## src/mrta_pkg.sv

```systemverilog
// Shared types and constants of the Modbus register table access block.
// Used by mrta_ctrl, mrta_dp and modbus_register_table_access.
`default_nettype none

package mrta_pkg;

    // Table depths and the index widths that follow from them.
    localparam int INPUT_DEPTH   = 64;
    localparam int HOLDING_DEPTH = 64;
    localparam int INPUT_AW      = (INPUT_DEPTH > 1) ? $clog2(INPUT_DEPTH) : 1;
    localparam int HOLDING_AW    = (HOLDING_DEPTH > 1) ? $clog2(HOLDING_DEPTH) : 1;

    // Request types carried by each word.
    localparam logic [1:0] REQ_READ_INPUT    = 2'd0;
    localparam logic [1:0] REQ_READ_HOLDING  = 2'd1;
    localparam logic [1:0] REQ_WRITE_HOLDING = 2'd2;
    localparam logic [1:0] REQ_WRITE_INPUT   = 2'd3;

    // Configuration register indexes.
    localparam logic [2:0] CFG_INPUT_BASE    = 3'd0;
    localparam logic [2:0] CFG_INPUT_USED    = 3'd1;
    localparam logic [2:0] CFG_HOLDING_BASE  = 3'd2;
    localparam logic [2:0] CFG_HOLDING_USED  = 3'd3;
    localparam logic [2:0] CFG_NOTIFY_ENABLE = 3'd4;

    // Controller states.
    typedef enum logic [1:0] {
        ST_IDLE,
        ST_CHECK,
        ST_ACCESS,
        ST_DONE
    } state_t;

    // Commands from the controller to the datapath.
    typedef struct packed {
        logic load;
        logic check;
        logic access;
        logic finish;
    } dp_cmd_t;

endpackage

`default_nettype wire

```

## src/mrta_ctrl.sv

```systemverilog
// Controller of the register table access block: sequences one word through
// check, table access and result. Depends on mrta_pkg.
`default_nettype none

module mrta_ctrl
    import mrta_pkg::*;
(
    input  wire logic    clk,
    input  wire logic    rst_n,
    input  wire logic    in_valid,
    output logic         in_ready,
    output logic         out_valid,
    input  wire logic    out_ready,
    output dp_cmd_t      cmd
);

    state_t state_reg;
    state_t state_next;
    logic   out_valid_reg;
    logic   out_valid_next;
    logic   slot_free;

    // State and output-valid registers.
    always_ff @(posedge clk or negedge rst_n)
    begin
        if (!rst_n)
        begin
            state_reg     <= ST_IDLE;
            out_valid_reg <= 1'b0;
        end
        else
        begin
            state_reg     <= state_next;
            out_valid_reg <= out_valid_next;
        end
    end

    // The result register can take a new word when empty or being emptied.
    assign slot_free = !out_valid_reg || out_ready;

    // Next state and commands.
    always_comb
    begin
        state_next = state_reg;
        cmd        = '0;
        in_ready   = 1'b0;
        case (state_reg)
            ST_IDLE:
            begin
                in_ready = 1'b1;
                if (in_valid)
                begin
                    cmd.load   = 1'b1;
                    state_next = ST_CHECK;
                end
            end
            ST_CHECK:
            begin
                cmd.check  = 1'b1;
                state_next = ST_ACCESS;
            end
            ST_ACCESS:
            begin
                cmd.access = 1'b1;
                state_next = ST_DONE;
            end
            ST_DONE:
            begin
                if (slot_free)
                begin
                    cmd.finish = 1'b1;
                    state_next = ST_IDLE;
                end
            end
            default:
            begin
                state_next = ST_IDLE;
            end
        endcase
    end

    // A finished word sets the flag; a taken word clears it.
    always_comb
    begin
        if (cmd.finish)
            out_valid_next = 1'b1;
        else if (out_ready)
            out_valid_next = 1'b0;
        else
            out_valid_next = out_valid_reg;
    end

    assign out_valid = out_valid_reg;

endmodule

`default_nettype wire

```

## src/mrta_dp.sv

```systemverilog
// Datapath of the register table access block: configuration registers,
// window check, both register tables and the result register. Depends on mrta_pkg.
`default_nettype none

module mrta_dp
    import mrta_pkg::*;
(
    input  wire logic        clk,
    input  wire logic        rst_n,
    input  wire dp_cmd_t     cmd,
    input  wire logic        cfg_write_en,
    input  wire logic [2:0]  cfg_index,
    input  wire logic [15:0] cfg_data,
    input  wire logic [1:0]  req_type,
    input  wire logic [15:0] start_address,
    input  wire logic [6:0]  reg_count,
    input  wire logic [15:0] word_data,
    input  wire logic        burst_first,
    output logic [15:0]      read_word,
    output logic             status,
    output logic             burst_done,
    output logic             update_valid,
    output logic [15:0]      update_address,
    output logic [6:0]       update_count
);

    // Configuration registers.
    logic [15:0] input_base_reg;
    logic [6:0]  input_used_reg;
    logic [15:0] holding_base_reg;
    logic [6:0]  holding_used_reg;
    logic        notify_enable_reg;

    // Burst position, kept across words.
    logic [6:0]  pos_reg;
    logic [6:0]  pos_next;

    // Captured word.
    logic [1:0]  type_reg;
    logic [15:0] start_reg;
    logic [6:0]  count_reg;
    logic [15:0] data_reg;

    // Check results.
    logic        ok_reg;
    logic [15:0] first_reg;
    logic        in_burst_reg;
    logic        last_reg;
    logic        done_reg;
    logic [15:0] addr_reg;

    // Access results.
    logic        rd_input_reg;
    logic        rd_holding_reg;
    logic [15:0] in_rdata_reg;
    logic [15:0] hold_rdata_reg;
    logic        in_rvalid_reg;
    logic        hold_rvalid_reg;

    // Result register.
    logic [15:0] read_word_reg;
    logic        status_reg;
    logic        burst_done_reg;
    logic        update_valid_reg;
    logic [15:0] update_address_reg;
    logic [6:0]  update_count_reg;

    // Tables and their written marks.
    logic [15:0] input_mem   [INPUT_DEPTH];
    logic [15:0] holding_mem [HOLDING_DEPTH];
    logic [INPUT_DEPTH-1:0]   input_vld_reg;
    logic [HOLDING_DEPTH-1:0] holding_vld_reg;

    // Check logic.
    logic        on_input;
    logic [15:0] addr;
    logic [15:0] base;
    logic [16:0] used17;
    logic [16:0] depth17;
    logic [16:0] lim17;
    logic        ok;
    logic [7:0]  pos_inc;

    // Access logic.
    logic                  type_on_input;
    logic [16:0]           idx;
    logic                  hit_input;
    logic                  hit_holding;
    logic [INPUT_AW-1:0]   in_idx;
    logic [HOLDING_AW-1:0] hold_idx;
    logic                  wr_input;
    logic                  wr_holding;
    logic                  upd;

    // Configuration writes; unknown indexes are ignored.
    always_ff @(posedge clk or negedge rst_n)
    begin
        if (!rst_n)
        begin
            input_base_reg    <= 16'd0;
            input_used_reg    <= 7'd64;
            holding_base_reg  <= 16'd0;
            holding_used_reg  <= 7'd64;
            notify_enable_reg <= 1'b0;
        end
        else if (cfg_write_en)
        begin
            case (cfg_index)
                CFG_INPUT_BASE:    input_base_reg    <= cfg_data;
                CFG_INPUT_USED:    input_used_reg    <= cfg_data[6:0];
                CFG_HOLDING_BASE:  holding_base_reg  <= cfg_data;
                CFG_HOLDING_USED:  holding_used_reg  <= cfg_data[6:0];
                CFG_NOTIFY_ENABLE: notify_enable_reg <= cfg_data[0];
                default:           ;
            endcase
        end
    end

    // Position restarts on the first word and saturates past the end.
    always_comb
    begin
        pos_next = pos_reg;
        if (cmd.load && burst_first)
            pos_next = 7'd0;
        else if (cmd.finish && pos_reg != 7'd127)
            pos_next = pos_reg + 7'd1;
    end

    always_ff @(posedge clk or negedge rst_n)
    begin
        if (!rst_n)
            pos_reg <= 7'd0;
        else
            pos_reg <= pos_next;
    end

    // Capture the accepted word.
    always_ff @(posedge clk)
    begin
        if (cmd.load)
        begin
            type_reg  <= req_type;
            start_reg <= start_address;
            count_reg <= reg_count;
            data_reg  <= word_data;
        end
    end

    // Window check: the burst must start at or above the base and end
    // within base plus the used count clipped to the table depth.
    assign type_on_input = (type_reg == REQ_READ_INPUT) || (type_reg == REQ_WRITE_INPUT);
    assign on_input      = type_on_input;
    assign addr          = start_reg - 16'd1;
    assign base          = on_input ? input_base_reg : holding_base_reg;
    assign used17        = {10'd0, on_input ? input_used_reg : holding_used_reg};
    assign depth17       = on_input ? 17'(INPUT_DEPTH) : 17'(HOLDING_DEPTH);
    assign lim17         = (used17 < depth17) ? used17 : depth17;
    assign ok            = (addr >= base) &&
                           (({1'b0, addr} + {10'd0, count_reg}) <= ({1'b0, base} + lim17));
    assign pos_inc       = {1'b0, pos_reg} + 8'd1;

    always_ff @(posedge clk)
    begin
        if (cmd.check)
        begin
            ok_reg       <= ok;
            first_reg    <= addr - base;
            in_burst_reg <= pos_reg < count_reg;
            last_reg     <= (count_reg == 7'd0) ? (pos_reg == 7'd0) : (pos_inc == {1'b0, count_reg});
            done_reg     <= pos_inc >= {1'b0, count_reg};
            addr_reg     <= addr;
        end
    end

    // Table access at the burst position.
    assign idx         = {1'b0, first_reg} + {10'd0, pos_reg};
    assign hit_input   = ok_reg && in_burst_reg && type_on_input && (idx < 17'(INPUT_DEPTH));
    assign hit_holding = ok_reg && in_burst_reg && !type_on_input &&
                         (idx < 17'(HOLDING_DEPTH));
    assign in_idx      = idx[INPUT_AW-1:0];
    assign hold_idx    = idx[HOLDING_AW-1:0];
    assign wr_input    = cmd.access && hit_input && (type_reg == REQ_WRITE_INPUT);
    assign wr_holding  = cmd.access && hit_holding && (type_reg == REQ_WRITE_HOLDING);

    // Input table memory with registered read.
    always_ff @(posedge clk)
    begin
        if (wr_input)
            input_mem[in_idx] <= data_reg;
        if (cmd.access)
            in_rdata_reg <= input_mem[in_idx];
    end

    // Holding table memory with registered read.
    always_ff @(posedge clk)
    begin
        if (wr_holding)
            holding_mem[hold_idx] <= data_reg;
        if (cmd.access)
            hold_rdata_reg <= holding_mem[hold_idx];
    end

    // Written marks: an entry never written reads as zero.
    always_ff @(posedge clk or negedge rst_n)
    begin
        if (!rst_n)
        begin
            input_vld_reg   <= '0;
            holding_vld_reg <= '0;
        end
        else
        begin
            if (wr_input)
                input_vld_reg[in_idx] <= 1'b1;
            if (wr_holding)
                holding_vld_reg[hold_idx] <= 1'b1;
        end
    end

    // Read selection registered with the data.
    always_ff @(posedge clk)
    begin
        if (cmd.access)
        begin
            rd_input_reg    <= hit_input && (type_reg == REQ_READ_INPUT);
            rd_holding_reg  <= hit_holding && (type_reg == REQ_READ_HOLDING);
            in_rvalid_reg   <= input_vld_reg[in_idx];
            hold_rvalid_reg <= holding_vld_reg[hold_idx];
        end
    end

    // Result word.
    assign upd = ok_reg && (type_reg == REQ_WRITE_HOLDING) && notify_enable_reg && last_reg;

    always_ff @(posedge clk)
    begin
        if (cmd.finish)
        begin
            if (rd_input_reg && in_rvalid_reg)
                read_word_reg <= in_rdata_reg;
            else if (rd_holding_reg && hold_rvalid_reg)
                read_word_reg <= hold_rdata_reg;
            else
                read_word_reg <= 16'd0;
            status_reg         <= !ok_reg;
            burst_done_reg     <= done_reg;
            update_valid_reg   <= upd;
            update_address_reg <= upd ? addr_reg : 16'd0;
            update_count_reg   <= upd ? count_reg : 7'd0;
        end
    end

    assign read_word      = read_word_reg;
    assign status         = status_reg;
    assign burst_done     = burst_done_reg;
    assign update_valid   = update_valid_reg;
    assign update_address = update_address_reg;
    assign update_count   = update_count_reg;

endmodule

`default_nettype wire

```

## src/modbus_register_table_access.sv

```systemverilog
// Top level of the Modbus register table access block.
// Depends on mrta_pkg, mrta_ctrl and mrta_dp.
//
//   Channel   Handshake                 Moves
//   in        in_valid / in_ready       one request word of a burst
//   out       out_valid / out_ready     one result word
//   cfg       cfg_write_en              one register write, no wait
//
// A word passes capture, window check, registered table read or write, and
// loading of the result register before the next word is accepted. The
// check compare and the table read are both registered.
// A result that is not taken holds the controller after the table access until
// the result register frees; the next word is accepted while a result waits.
// Reset is asynchronous and active low; the tables read as zero after reset
// through per-entry written marks, so no clearing pass is needed.
`default_nettype none

module modbus_register_table_access
    import mrta_pkg::*;
(
    input  wire logic        clk,
    input  wire logic        rst_n,
    input  wire logic        cfg_write_en,
    input  wire logic [2:0]  cfg_index,
    input  wire logic [15:0] cfg_data,
    input  wire logic        in_valid,
    output logic             in_ready,
    input  wire logic [1:0]  req_type,
    input  wire logic [15:0] start_address,
    input  wire logic [6:0]  reg_count,
    input  wire logic [15:0] word_data,
    input  wire logic        burst_first,
    output logic             out_valid,
    input  wire logic        out_ready,
    output logic [15:0]      read_word,
    output logic             status,
    output logic             burst_done,
    output logic             update_valid,
    output logic [15:0]      update_address,
    output logic [6:0]       update_count
);

    dp_cmd_t cmd;

    // Sequencer.
    mrta_ctrl u_ctrl (
        .clk       (clk),
        .rst_n     (rst_n),
        .in_valid  (in_valid),
        .in_ready  (in_ready),
        .out_valid (out_valid),
        .out_ready (out_ready),
        .cmd       (cmd)
    );

    // Tables, check and result register.
    mrta_dp u_dp (
        .clk            (clk),
        .rst_n          (rst_n),
        .cmd            (cmd),
        .cfg_write_en   (cfg_write_en),
        .cfg_index      (cfg_index),
        .cfg_data       (cfg_data),
        .req_type       (req_type),
        .start_address  (start_address),
        .reg_count      (reg_count),
        .word_data      (word_data),
        .burst_first    (burst_first),
        .read_word      (read_word),
        .status         (status),
        .burst_done     (burst_done),
        .update_valid   (update_valid),
        .update_address (update_address),
        .update_count   (update_count)
    );

    // Only one word is in work at a time.
    a_one_in_work: assert property (@(posedge clk) disable iff (!rst_n)
        (in_valid && in_ready) |=> !in_ready)
        else $error("second word accepted while one is in work");

    // An update notice only comes with an in-window, last word.
    a_update_ok: assert property (@(posedge clk) disable iff (!rst_n)
        (out_valid && update_valid) |-> (!status && burst_done))
        else $error("update notice on a failed or unfinished burst");

    // A failed check never returns table data.
    a_error_zero: assert property (@(posedge clk) disable iff (!rst_n)
        (out_valid && status) |-> (read_word == 16'd0 && !update_valid))
        else $error("data returned for a burst outside the window");

endmodule

`default_nettype wire

```

## config.mk

```make
export PLATFORM = sky130hd
export DESIGN_NAME = modbus_register_table_access
export DESIGN_NICKNAME = d
export VERILOG_FILES = /design/src/mrta_pkg.sv /design/src/mrta_ctrl.sv /design/src/mrta_dp.sv /design/src/modbus_register_table_access.sv
export SDC_FILE = /design/constraint.sdc
export NUM_CORES = 2
export LEC_CHECK = 0
export BUFFER_PORTS_ARGS = -buffer_cell sky130_fd_sc_hd__buf_2
export CELL_PAD_IN_SITES_DETAIL_PLACEMENT = 1
export CELL_PAD_IN_SITES_GLOBAL_PLACEMENT = 2
export CORE_MARGIN = 2
export CORE_UTILIZATION = 43
export CTS_CLUSTER_DIAMETER = 100
export DETAILED_ROUTE_END_ITERATION = 10
export MAX_ROUTING_LAYER = met4
export PLACE_DENSITY_LB_ADDON = 0.15
export SLEW_MARGIN = 30
export SYNTH_ARGS = -nofsm -noshare
export SYNTH_HDL_FRONTEND = slang
export SYNTH_SLANG_ARGS = --single-unit
export TNS_END_PERCENT = 5
```

## constraint.sdc

```tcl
create_clock -name clk -period 4.67 [get_ports clk]
set_clock_uncertainty 0.15 [all_clocks]
set_input_delay 0.7005 -clock clk [delete_from_list [all_inputs] [get_ports clk]]
set_output_delay 0.7005 -clock clk [all_outputs]
set_load 0.01 [all_outputs]
```

Yosys cells after proc, flatten, opt, wreduce, memory -nomap -nowiden
Memory sizes are Yosys's and may differ from the RTL's. A register that Yosys moved wholly into a read port is not among the register bits.
Index checks and enable logic that the tools add are counted.
W data, S select, Z words.
{"block": "classes", "bitwise": 2, "reduce_logical": 38, "n_lt_le_gt_ge": 8, "n_mux": 30, "n_addsub": 7, "n_eq_ne": 14}
{"cell": "$or A64 B64 Y64", "n": 2}
{"cell": "$mux W16", "n": 3}
{"cell": "$add A16 B7 Y17", "n": 2}
{"cell": "$mux W7", "n": 4}
{"cell": "$logic_and A1 B1 Y1", "n": 20}
{"cell": "$add A16 B17 Y17", "n": 1}
{"cell": "$le A17 B17 Y1", "n": 1}
{"cell": "$lt A17 B7 Y1 const B", "n": 1}
{"cell": "$mux W1", "n": 17}
{"cell": "$ge A16 B16 Y1", "n": 1}
{"cell": "$sub A16 B1 Y16 const B", "n": 1}
{"cell": "$sub A16 B16 Y16", "n": 1}
{"cell": "$logic_not A7 Y1", "n": 2}
{"cell": "$bmux W1 S6", "n": 2}
{"cell": "$reduce_and A2 Y1", "n": 6}
{"cell": "$add A7 B1 Y8 const B", "n": 1}
{"cell": "$eq A2 B2 Y1 const B", "n": 4}
{"cell": "$eq A8 B7 Y1", "n": 1}
{"cell": "$ge A8 B7 Y1", "n": 1}
{"cell": "$pmux W2 S4", "n": 1}
{"cell": "$add A7 B1 Y7 const B", "n": 1}
{"cell": "$lt A6 B7 Y1 const B", "n": 1}
{"cell": "$lt A7 B7 Y1", "n": 1}
{"cell": "$lt A7 B7 Y1 const B", "n": 1}
{"cell": "15 further kinds", "n": 23}
{"block": "word_totals", "wordCells": 131, "ram_bits": 2048, "reg_bits": 308, "n_memories": 2, "out_inout_bits": 44, "input_bits": 66}
{"memory": "u_dp.holding_mem", "words": 64, "word_bits": 16, "rd": 1, "rd_clocked_by_memory_dff": 1, "write_ports": 1, "line": "mrta_dp.sv:70", "source": "logic [15:0] holding_mem [HOLDING_DEPTH];"}
{"memory": "u_dp.input_mem", "words": 64, "word_bits": 16, "rd": 1, "rd_clocked_by_memory_dff": 1, "write_ports": 1, "line": "mrta_dp.sv:69", "source": "logic [15:0] input_mem [INPUT_DEPTH];"}

Logic depth before layout (Yosys ltp)
{"block": "logic_depth", "ltp_word": 9, "depth_mapped": 22, "ltp_nobuf": 19}

Modules after synthesis
From an unflattened synthesis, not the netlist that was laid out.
{"block": "unflattened", "hier_cells": 5332, "hier_area_um2": 90271.6}
{"mod": "mrta_dp", "n_inst": 1, "area_per_inst_um2": 90058.9, "seq_area_each_um2": 70710.3, "cells_each": 5313}
{"mod": "mrta_ctrl", "n_inst": 1, "area_per_inst_um2": 212.7, "seq_area_each_um2": 75.1, "cells_each": 19}

Worst setup path after synthesis
OpenSTA, ideal clock, no wires.
{"block": "synth_path", "path_type": "reg-to-reg", "startpoint": "register u_dp.type_reg[0]", "endpoint": "register u_dp.ok_reg, data pin", "required_time_ps": 4353, "stages_incl_launch_ff": 19, "setup_time_ps": 167, "arrival_ps": 4849, "path_buffers": 3, "synth_period_minus_slack_ps": 5166, "path_slack_ps": -496, "path_cell_list": "edfxtp_1 inv_1 ha_1 buf_1 clkbuf_1 buf_1 mux2i_1 nor2_1 ha_1 a21oi_1 nor2b_1 o31a_1 o41ai_1 xnor2_1 ha_1 a21o_1 a2111oi_0 o211ai_1 a211oi_1"}
{"block": "synth_between", "elab_chain_len": 8, "word_cells_on_any_way": 11, "classes_between": "add/sub (1); order compare (3); eq/ne (1); mux (3); reduce/logical (3)"}
{"element": "from (decl)", "line": "mrta_dp.sv:39", "source": "logic [1:0] type_reg;"}
{"element": "from (signal assigned)", "line": "mrta_dp.sv:142", "source": "type_reg <= req_type;"}
{"element": "$eq A2 B2 Y1 / $logic_not A2 Y1 (equally long branches)", "line": "mrta_dp.sv:151", "source": "assign type_on_input = (type_reg == REQ_READ_INPUT) || (type_reg == REQ_WRITE_INPUT);"}
{"element": "$logic_or A1 B1 Y1 *", "line": "mrta_dp.sv:151"}
{"element": "$mux W7", "line": "mrta_dp.sv:155", "source": "assign used17 = {10'd0, on_input ? input_used_reg : holding_used_reg};"}
{"element": "$lt A7 B7 Y1", "line": "mrta_dp.sv:157", "source": "assign lim17 = (used17 < depth17) ? used17 : depth17;"}
{"element": "$mux W7", "line": "mrta_dp.sv:157"}
{"element": "$add A16 B17 Y17", "line": "mrta_dp.sv:159", "source": "(({1'b0, addr} + {10'd0, count_reg}) <= ({1'b0, base} + lim17));"}
{"element": "$le A17 B17 Y1", "line": "mrta_dp.sv:159"}
{"element": "$logic_and A1 B1 Y1 *", "line": "mrta_dp.sv:158", "source": "assign ok = (addr >= base) &&"}
{"element": "named net u_dp.ok", "line": "mrta_dp.sv:81", "source": "logic ok;"}
{"element": "to (signal assigned)", "line": "mrta_dp.sv:166", "source": "ok_reg <= ok;"}
{"element": "to (decl)", "line": "mrta_dp.sv:45", "source": "logic ok_reg;"}
The timed path passes the listed nets; every way through them passes the cells marked *.
A chain may end at the register's enable or synchronous reset.

Worst setup path in the final report
{"block": "layout_path", "startpoint": "register u_dp.first_reg[0]", "endpoint": "register u_dp.hold_rdata_reg[3], read port of u_dp.holding_mem, data pin"}
{"block": "layout_between", "elab_chain_len": 1}
{"element": "from (decl)", "line": "mrta_dp.sv:46", "source": "logic [15:0] first_reg;"}
{"element": "from (signal assigned)", "line": "mrta_dp.sv:167", "source": "first_reg <= addr - base;"}
{"element": "$add A16 B7 Y17", "line": "mrta_dp.sv:176", "source": "assign idx = {1'b0, first_reg} + {10'd0, pos_reg};"}
{"element": "to (decl)", "line": "mrta_dp.sv:56", "source": "logic [15:0] hold_rdata_reg;"}
No other way between the ends.

==> summary.md <==
| Metric | Value |
|---|---|
| Status | complete, no violations |
| WL per Instance | 33.73 um |
| Min-Delay Path Class | in -> reg |
| Num CTS Buffers | 281 |
| Clock tree sinks | 2388 |
| Fillers | 21210 |
| Die ar. | 230200 um2 |
| Die width | 479.8 um |
| Max-cap violation count | 0 |
| RSZ-0062 raised after global routing | true |
| Min cycle time layout | 4.601 ns |
| Primary FF master, synth | edfxtp_1 |
| Clock buffer depth | 4 |
| CP Data Arrival Time | 5.13 ns |
| Flops & latches, synth | 2388 |
| Core Util, Final | 52.02% |
| Synth cell count leaders | edfxtp_1, nand2_1, mux2i_1 |
| Clk pin slew, worst setup/hold paths | 0.06 ns |
| CP endpoint kind | flip-flop |
| Final Hold Vio Count | 0 |
| Initial DRC count | 7127 |
| Mean Syn Cell Area | 15.30 um2 |
| Most common cell in the netlist | edfxtp_1 |
| Cell Area, Synth | 97320 um2 |
| Share of cells above drive strength 1 | 21.36% |
| Syn. warnings | 0 |
| Number of detailed-route iterations in the first pass | 6 |
| Initial core utilization | 43.28% |
| IO Pins | 110 |
| Post-synth EDFFs | 2203 |
| Total gr overflow | 0 |
| Final setup fails | 0 |
| Period utilisation layout | 98.52% |
| Initial antenna violation count | 19 |
| Syn nets | 6513 |
| DRC viols | 0 |
| Startpoint Class | flip-flop |
| LEAKAGE | 40.33 nW |
| Root buffer cell | clkbuf_16 |
| Post-synthesis cell type count | 86 |
| H-tree levels | 5 |
| Register area share after synthesis | 72.73% |
| Setup WS post-layout | 0.06904 ns |
| Pwr dens | 840.6 nW/um2 |
| Vias in the first global route | 64310 |
| Row count | 174 |
| Post-synthesis instance total | 6361 |
| Pre-CTS WS | -0.05680 ns |
| Final GP Congestion | 0.8534 |
| DP Wirelength | 214400 um |
| Async SR Flop Fraction | 7.747% |
| Largest net degree at the start of global routing | 129 |
| Largest regs | u_dp.holding_mem: 1024 flops, u_dp.input_mem: 1024 flops |
| GRT Total Usage | 30.59% |
| First-pass GRT wire length | 488300 um |
| Routed vias | 63020 |
| Worst slew pin tran | 0.9891 ns |
| Chip Height | 479.8 um |
| WP data required | 5.20 ns |
| Clock Latency Late Sink | 0.95 ns |
| Post-route ant nets | 0 |
| Routed vias/inst | 6.167 |
| Slew Limit Fails | 0 |
| Synth-to-layout area growth | 20.20% |
| Input/output buffers | 109 |
| Peak supply drop | 0.0007704 V |
| Crit path kind | reg -> reg |
| Top area cells in the synthesized netlist | edfxtp_1, dfrtp_1, mux2i_1, mux4_2, nand2_1 |
| Slew HR | 33.90% |
| TritonCTS clock tree | yes |
| Post-synth top area share | 67.97% |
| Yosys top cell by area | edfxtp_1 |
| Fin nets | 7184 |
| Core area | 224900 um2 |
| Worst-path maximum fanout | 34 |
| Final WL | 344700 um |
| Max frequency | 217.3 MHz |
==> worst max-delay path: stages, from the launching register on <==
cell and delay (ns):
edfxtp_1 0.41, ha_4 0.20, fa_4 0.50, xor2_4 0.62
buf_12 0.21, buf_12 0.21, mux2i_1 0.24, o22ai_1 0.11
o311ai_0 0.56, buf_4 0.23, nand4_1 0.34, or4_1 0.52
==> cells by family (layout without fill, tap and decap cells) <==
logic type / after synthesis / count (layout) / synth area share, %
AOI/OAI and AO/OA: 1258 / 1258 / 9.105
DFF: 2388 / 2388 / 72.73
and+or+nand+nor: 1423 / 1423 / 7.094
buffers and inverters: 619 / 1474 / 2.660
adders and majority gates: 86 / 86 / 1.136
xor gates and xnor gates: 69 / 69 / 0.6209
muxes: 518 / 518 / 6.653
other: 0 / 10 / 0
==> metrics by stage <==
stage | total power [mW] | cells | setup TNS (ns) | hold slack (ns) | cell area [um2]
after floorplan | 51.25 | 6361 | -421.50 | 0.2503 | 97330
after global placement | 76.93 | 9674 | -0.002574 | 0.2566 | 107900
after detailed placement | 77.66 | 9675 | -0.05680 | 0.2696 | 107900
after CTS | 98.22 | 10210 | 0 | 0.006687 | 116800
after global routing | 101.6 | 10210 | -0.002267 | 0.1199 | 117000
final | 98.34 | 10220 | 0 | 0.06244 | 117000
==> final timing paths <==
| kind | startpoint | endpoint | slack, ns | depth (start not counted) |
|---|---|---|---|---|
| max | u_dp.first_reg[0]$_DFFE_PN_ | u_dp.hold_rdata_reg[3]$_DFFE_PP_ | 0.07 | 11 |
| min | in_valid | u_ctrl.state_reg[1]$_DFFE_PN0P_ | 0.06 | 4 |
| max reg2reg | u_dp.first_reg[0]$_DFFE_PN_ | u_dp.hold_rdata_reg[3]$_DFFE_PP_ | 0.07 | 11 |
| min reg2reg | u_dp.done_reg$_DFFE_PN_ | u_dp.burst_done$_DFFE_PP_ | 0.27 | 0 |
| max in group asynchronous | rst_n | u_dp.holding_vld_reg[25]$_DFFE_PN0P_ | 3.03 | 3 |
| min in group asynchronous | rst_n | u_dp.holding_base_reg[14]$_DFFE_PN0P_ | 0.24 | 2 |
==> report_power, final <==
group          leakage [nW]  switching, mW  internal, mW
Combinational          13.9           34.2          18.1
Clock                  4.06           8.60          11.8
Sequential             22.3          0.559          25.1
==> cell usage in the layout, fill, tap and decap left out, drive strengths merged, types with 21 or more instances in the layout <==
| cell | count |
|---|---|
| nand3 | 260 |
| ha | 82 |
| a211oi | 42 |
| nor4 | 31 |
| a21oi | 252 |
| mux2 | 101 |
| edfxtp | 2203 |
| o31ai | 133 |
| mux4 | 93 |
| nor3 | 164 |
| a31oi | 55 |
| o211ai | 75 |
| a22o | 41 |
| clkbuf | 360 |
| a311oi | 47 |
| buf | 772 |
| or4 | 21 |
| a221oi | 62 |
| o21ai | 129 |
| xor2 | 30 |
| nor2 | 118 |
| inv | 176 |
| and2 | 33 |
| a32oi | 28 |
| clkinv | 94 |
| dlygate4sd3 | 61 |
| o22ai | 120 |
| nand4 | 45 |
| mux2i | 324 |
| nand2b | 51 |
| xnor2 | 39 |
| dfrtp | 183 |
| a22oi | 75 |
| and3 | 142 |
| nand2 | 508 |
==> layer usage <==
layer / up-vias / GRT usage [%] / part of all wire (%)
li1: 26410 / - / -
met1: 33390 / 41.21 / 42
met2: 2683 / 47.83 / 47
met3: 538 / 4.556 / 7.4
met4: 0 / 10.02 / 3.7
met5: - / - / 0
==> cell type report <==
class | instances | area, um2 | area share [%]
Clock inverter | 108 | 641.9 | 0.5487
Antenna cell | 10 | 25.02 | 0.02139
Timing Repair Buffer | 834 | 8499 | 7.266
Multi-Input combinational cell | 3354 | 24970 | 21.35
Clock buffer | 359 | 7650 | 6.539
Sequential cell | 2388 | 70790 | 60.51
Tap cell | 2992 | 3744 | 3.200
Inverter | 173 | 661.9 | 0.5658
==> repair_timing <==
action,CTS,global route
gates resized for setup,1,13
endpoints found under the setup margin,2,3
pin swaps,1,1
hold buffers,61,0
setup buffers,3,0
endpoints found under the hold margin,172,0
No activity file was read; power rests on OpenSTA's default activity.
